--- config.mk ---
export PLATFORM = sky130hd
export DESIGN_NAME = pcsf_isqrt
export DESIGN_NICKNAME = d
export VERILOG_FILES = /design/src/rtl/core/pcsf_pkg.sv /design/src/rtl/core/pcsf_isqrt.sv
export SDC_FILE = /design/constraint.sdc
export NUM_CORES = 2
export LEC_CHECK = 0
export ABC_CLOCK_PERIOD_IN_PS = 4300
export BUFFER_PORTS_ARGS = -buffer_cell sky130_fd_sc_hd__buf_2
export CAP_MARGIN = 20
export CORE_MARGIN = 5
export CORE_UTILIZATION = 50
export CTS_BUF_LIST = sky130_fd_sc_hd__clkbuf_8
export DETAILED_ROUTE_END_ITERATION = 7
export HOLD_SLACK_MARGIN = 0.1
export PLACE_DENSITY = 0.74
export REMOVE_ABC_BUFFERS = 1
export SLEW_MARGIN = 30
export SYNTH_ARGS = -nofsm -noshare
export SYNTH_HDL_FRONTEND = slang
export SYNTH_MEMORY_MAX_BITS = 65536
export SYNTH_SLANG_ARGS = --single-unit
--- constraint.sdc ---
create_clock -name clk -period 4.3 [get_ports clk]
set_input_delay 1.075 -clock clk [delete_from_list [all_inputs] [get_ports clk]]
set_output_delay 1.075 -clock clk [all_outputs]
set_load 0.05 [all_outputs]
--- src/rtl/core/pcsf_pkg.sv ---
// Package with the shared types and constants of the point cloud sphere flip block.
`default_nettype none
package pcsf_pkg;

	localparam int DEF_COORD_WIDTH = 32;
	localparam int DEF_FRAC_BITS   = 16;

	typedef enum logic [1:0] {
		KIND_ORIGIN = 2'd0,
		KIND_POINT  = 2'd1,
		KIND_FILL   = 2'd2
	} kind_t;

	typedef enum logic [1:0] {
		REG_RADIUS  = 2'd0,
		REG_QUERY_X = 2'd1,
		REG_QUERY_Y = 2'd2,
		REG_QUERY_Z = 2'd3
	} reg_idx_t;

	typedef struct packed {
		logic       origin;
		logic       last;
		logic [5:0] fill;
	} ctrl_t;

endpackage
`default_nettype wire

--- src/rtl/core/pcsf_isqrt.sv ---
// Pipelined integer square root, one result bit per stage, with a sideband.
`default_nettype none
module pcsf_isqrt import pcsf_pkg::*; #(
	parameter int RW     = 66,
	parameter int SIDE_W = 8
) (
	input  wire logic              clk,
	input  wire logic              arst_n,
	input  wire logic              en,
	input  wire logic              in_valid,
	input  wire logic [RW-1:0]     rad,
	input  wire logic [SIDE_W-1:0] in_side,
	output logic                   out_valid,
	output logic [RW/2-1:0]        root,
	output logic [SIDE_W-1:0]      out_side
);
	localparam int SQ = RW / 2;

	logic [SQ+1:0]     rem_s  [SQ];
	logic [SQ-1:0]     root_s [SQ];
	logic [RW-1:0]     rad_s  [SQ];
	logic [SIDE_W-1:0] side_s [SQ];
	logic [SQ-1:0]     v_s;

	for (genvar k = 0; k < SQ; k++) begin : g_stage
		logic [SQ+1:0]     rem_in;
		logic [SQ-1:0]     root_in;
		logic [RW-1:0]     rad_in;
		logic [SIDE_W-1:0] side_in;
		logic              v_in;
		logic [SQ+4:0]     cat;
		logic [SQ+4:0]     trial;
		logic              ge;

		if (k == 0) begin : g_first
			assign rem_in  = '0;
			assign root_in = '0;
			assign rad_in  = rad;
			assign side_in = in_side;
			assign v_in    = in_valid;
		end else begin : g_next
			assign rem_in  = rem_s[k-1];
			assign root_in = root_s[k-1];
			assign rad_in  = rad_s[k-1];
			assign side_in = side_s[k-1];
			assign v_in    = v_s[k-1];
		end

		assign cat   = {1'b0, rem_in, rad_in[RW-1:RW-2]};
		assign trial = cat - {3'b000, root_in, 2'b01};
		assign ge    = !trial[SQ+4];

		always_ff @(posedge clk or negedge arst_n) begin
			if (!arst_n) begin
				v_s[k] <= 1'b0;
			end else if (en) begin
				v_s[k] <= v_in;
			end
		end

		always_ff @(posedge clk) begin
			if (en) begin
				rem_s[k]  <= ge ? trial[SQ+1:0] : cat[SQ+1:0];
				root_s[k] <= {root_in[SQ-2:0], ge};
				rad_s[k]  <= {rad_in[RW-3:0], 2'b00};
				side_s[k] <= side_in;
			end
		end
	end

	assign out_valid = v_s[SQ-1];
	assign root      = root_s[SQ-1];
	assign out_side  = side_s[SQ-1];

endmodule
`default_nettype wire

==> key figures <==
Outcome
  – Outcome: finished clean

Worst setup path
  – Critical path buffers and inverters: 0
  – Endpoint class of the critical path: flop
  – R2R setup slack: ~0.25 ns
  – Critical path data required time: 5.14 ns
  – Worst setup SP type: flop
  – Cell chain of the critical path: or3_1 > or4_1 > or2_2 > or3_1 > nor4b_1 > nand2_1 > or2_2 > nand4_1 > nor3_1 > xor2_1
  – Arrival @ worst endpoint: 4.89 ns
  – Slowest CP cell: nor4b_1
  – Crit-path max FO: 6
  – CP Class: reg -> reg
  – Crit path max-delay family: simple AND/OR/NAND/NOR gates
  – Crit-path max cell delay: 0.73 ns

GRT
  – Largest net degree at the start of global routing: 143
  – Vias in the first global route: 80,998
  – First-pass GRT wire length: 395 mm
  – All-layer global routing usage: between 10% and 20%
  – Remaining Overflow, GRT: 0
  – Initial antenna violation count: 7

Place
  – Routability cong.: 0.955
  – DP Area: about 140,000 µm²
  – PortBufs: 119
  – Post-DP HPWL: about 170 mm

Floorplanning
  – Core area: between 200,000 and 300,000 µm²
  – IO Count: 120
  – DIE WIDTH: 524 µm
  – Floorplan die area: 275,000 µm²
  – Initial core utilization: 50.3%
  – Die Y: ~520 µm
  – FP Rows: 188

Clock tree
  – CTS tree: yes
  – CTS root buf: clkbuf_8
  – Later-pin clock latency in the skew report: roughly 1.1 ns
  – # clock sinks: 2,973
  – Setup bufs post-CTS: 0
  – Max Buffers Root-to-Sink: 4
  – CTS H-tree depth: 5
  – Clk slew on worst S/H paths: 0.06 ns
  – Num CTS Buffers: 479

Yosys
  – Warning count from the yosys run: 0
  – Synth cell types: 93
  – FFs w/ async S/R, synth: 1.11%
  – Post-synthesis sequential area ratio: roughly two thirds
  – Cell Area, Synth: 132,000 µm²
  – Post-synth EDFFs: a little under 3,000
  – Avg Inst Size Synth: 13.6 µm²
  – Yosys reg bits: approximately 3,000
  – Syn Inst Count: 9,702
  – Largest cells by area after synthesis: edfxtp_1 67%, ha_1 5.3%, xnor2_1 3.0%
  – Yosys top cell area share: between 60% and 70%
  – Synth area leader: edfxtp_1
  – Dominant synthesized flop cell: edfxtp_1

Power
  – Pwr Density: 517 nW/µm²
  – Tot Pwr: around 0.077 W
  – Peak VDD IR: roughly 0.37 mV
  – P_leak: 57.3 nW

STA
  – Slew @ Worst Pin: 0.984 ns
  – RSZ-0062 raised after global routing: false
  – Final Hold Fails: 0
  – Skew final: 0.104 ns
  – Fin crit period: 4.05 ns
  – FMAX: 247 MHz
  – Period utilization: 94.2%
  – Pins over their slew limit: 0
  – Worst slew margin: 33.8%
  – # setup viols final: 0

Finish
  – Post-route cell area: between 100,000 and 150,000 µm²
  – Layout cell share with drive strength beyond 1: 10.8%
  – Layout overhead on the synthesized area: 12.2%
  – Final Net Count: 11,024

Detailed routing
  – Routed Antenna Nets: 0
  – # DRC: 0
  – Drt wl/cell: between 15 and 20 µm
  – Number of DRC markers in iteration 0: 4,728
  – Routed WL: 243 mm
  – First-pass DRT Iterations: 6
  – Routed vias/inst: about 5.4
  – DR vias: 77,553

Hold path
  – Hold WC Path Type: in -> reg

Job
  – Max-Cap Viols: 0
timing repair:
item	4_1_cts	5_1_grt
setup endpoints to repair	0	11
hold buffers	72	0
resized for setup	0	1
hold endpoints to repair	104	0
cell type report:
class / count / area (µm²)
Inverter: 730 / 2740
Clock buffer: 488 / 6720
Antenna cell: 17 / 42.5
Clock inverter: 387 / 2340
Tap cell: 3515 / 4400
Fill cell: 20675 / 114000
Sequential cell: 2973 / 89100
Timing Repair Buffer: 401 / 3370
Multi-Input combinational cell: 5801 / 39700
final timing paths:
check                                          from                           end  depth (start not counted)
min in group asynchronous                    arst_n   g_stage[1].v_in$_DFFE_PN0P_                          2
setup / recovery            rem_s[0][514]$_DFFE_PP_       rem_s[0][557]$_DFFE_PP_                         10
hold / removal                              rad[57]        rad_s[0][57]$_DFFE_PP_                          1
setup reg to reg            rem_s[0][514]$_DFFE_PP_       rem_s[0][557]$_DFFE_PP_                         10
hold reg to reg            rad_s[0][1082]$_DFFE_PP_      rad_s[0][1148]$_DFFE_PP_                          0
max in group asynchronous                    arst_n  g_stage[15].v_in$_DFFE_PN0P_                          2
worst register-to-register path: stages, from the launching register on:
cell and delay [ns]:
edfxtp_1 0.42, or3_1 0.42, or4_1 0.44, or2_2 0.32
or3_1 0.36, nor4b_1 0.73, nand2_1 0.16, or2_2 0.37
nand4_1 0.27, nor3_1 0.11, xor2_1 0.16
layer usage:
metal  vias up  track usage [%]  wire length (µm)
li1      37519                -                 -
met1     37346             17.8             87400
met2      1909             33.2            132000
met3       779             2.81             10100
met4         0             10.4             13800
met5         -                0                 0
power by group:
part	internal, W	leakage, nW	switching (W)	total, W
sequential	0.0364	28.8	0.00202	0.0384
combinational	0.00666	23.4	0.00873	0.0154
clock	0.0119	5.14	0.0110	0.0229
cell usage in the layout, fill, tap and decap left out, types with 119 or more instances in the layout:
master,netlist,routed
mux2_2,126,126
nor4_1,119,119
nand2b_1,125,125
buf_4,2,173
xnor2_1,453,453
a21oi_1,609,609
o21ai_0,434,433
clkinv_1,1,134
clkbuf_8,0,488
nor3_1,237,234
nand3_1,129,129
nor2_1,622,622
nand2_1,554,554
inv_1,726,856
edfxtp_1,2940,2940
o21a_1,121,121
xor2_1,437,437
a21o_1,234,234
ha_1,560,560
registers in the layout, summed over array words and instances, names as in the netlist:
signal,cells
root_s,561
rem_s,1059
side_s,264
out_valid,1
g_stage.v_in,32
rad_s,1056
cells by family (layout without fill, tap and decap cells):
group	Yosys count	in the layout	share of synthesized area, %
AO/OA/AOI/OAI	1885	1885	8.92
AND/OR/NAND/NOR	2324	2324	8.66
XOR/XNOR	890	890	5.89
adder cells (fa/ha/maj)	560	560	5.30
other	1	18	0.00284
flip-flops	2973	2973	67.4
buffers and inverters	928	2006	2.66
multiplexers	141	141	1.19
synthesized netlist by cell type, types with 126 or more instances:
cell      number
edfxtp_1    2940
inv_1        726
nor2_1       622
a21oi_1      609
ha_1         560
nand2_1      554
xnor2_1      453
xor2_1       437
o21ai_0      434
nor3_1       237
a21o_1       234
clkbuf_1     167
nand3_1      129
mux2_2       126
stage by stage:
| stage | hold slack [ns] | setup TNS, ns | setup WS (ns) | utilization, % | instances |
|---|---|---|---|---|---|
| finish | 0.214 | 0 | 0.248 | 56.5 | 14312 |
| global route | 0.181 | 0 | 0.0146 | 56.5 | 14312 |
| CTS | 0.105 | 0 | 0.192 | 56.5 | 14295 |
| detailed placement | 0.405 | 0 | 0.214 | 52.8 | 13348 |
| global placement | 0.400 | 0 | 0.251 | 52.8 | 13348 |
| floorplan | 0.400 | -89.55 | -1.54 | - | 9504 |
Power figures use the tool's default switching activity.
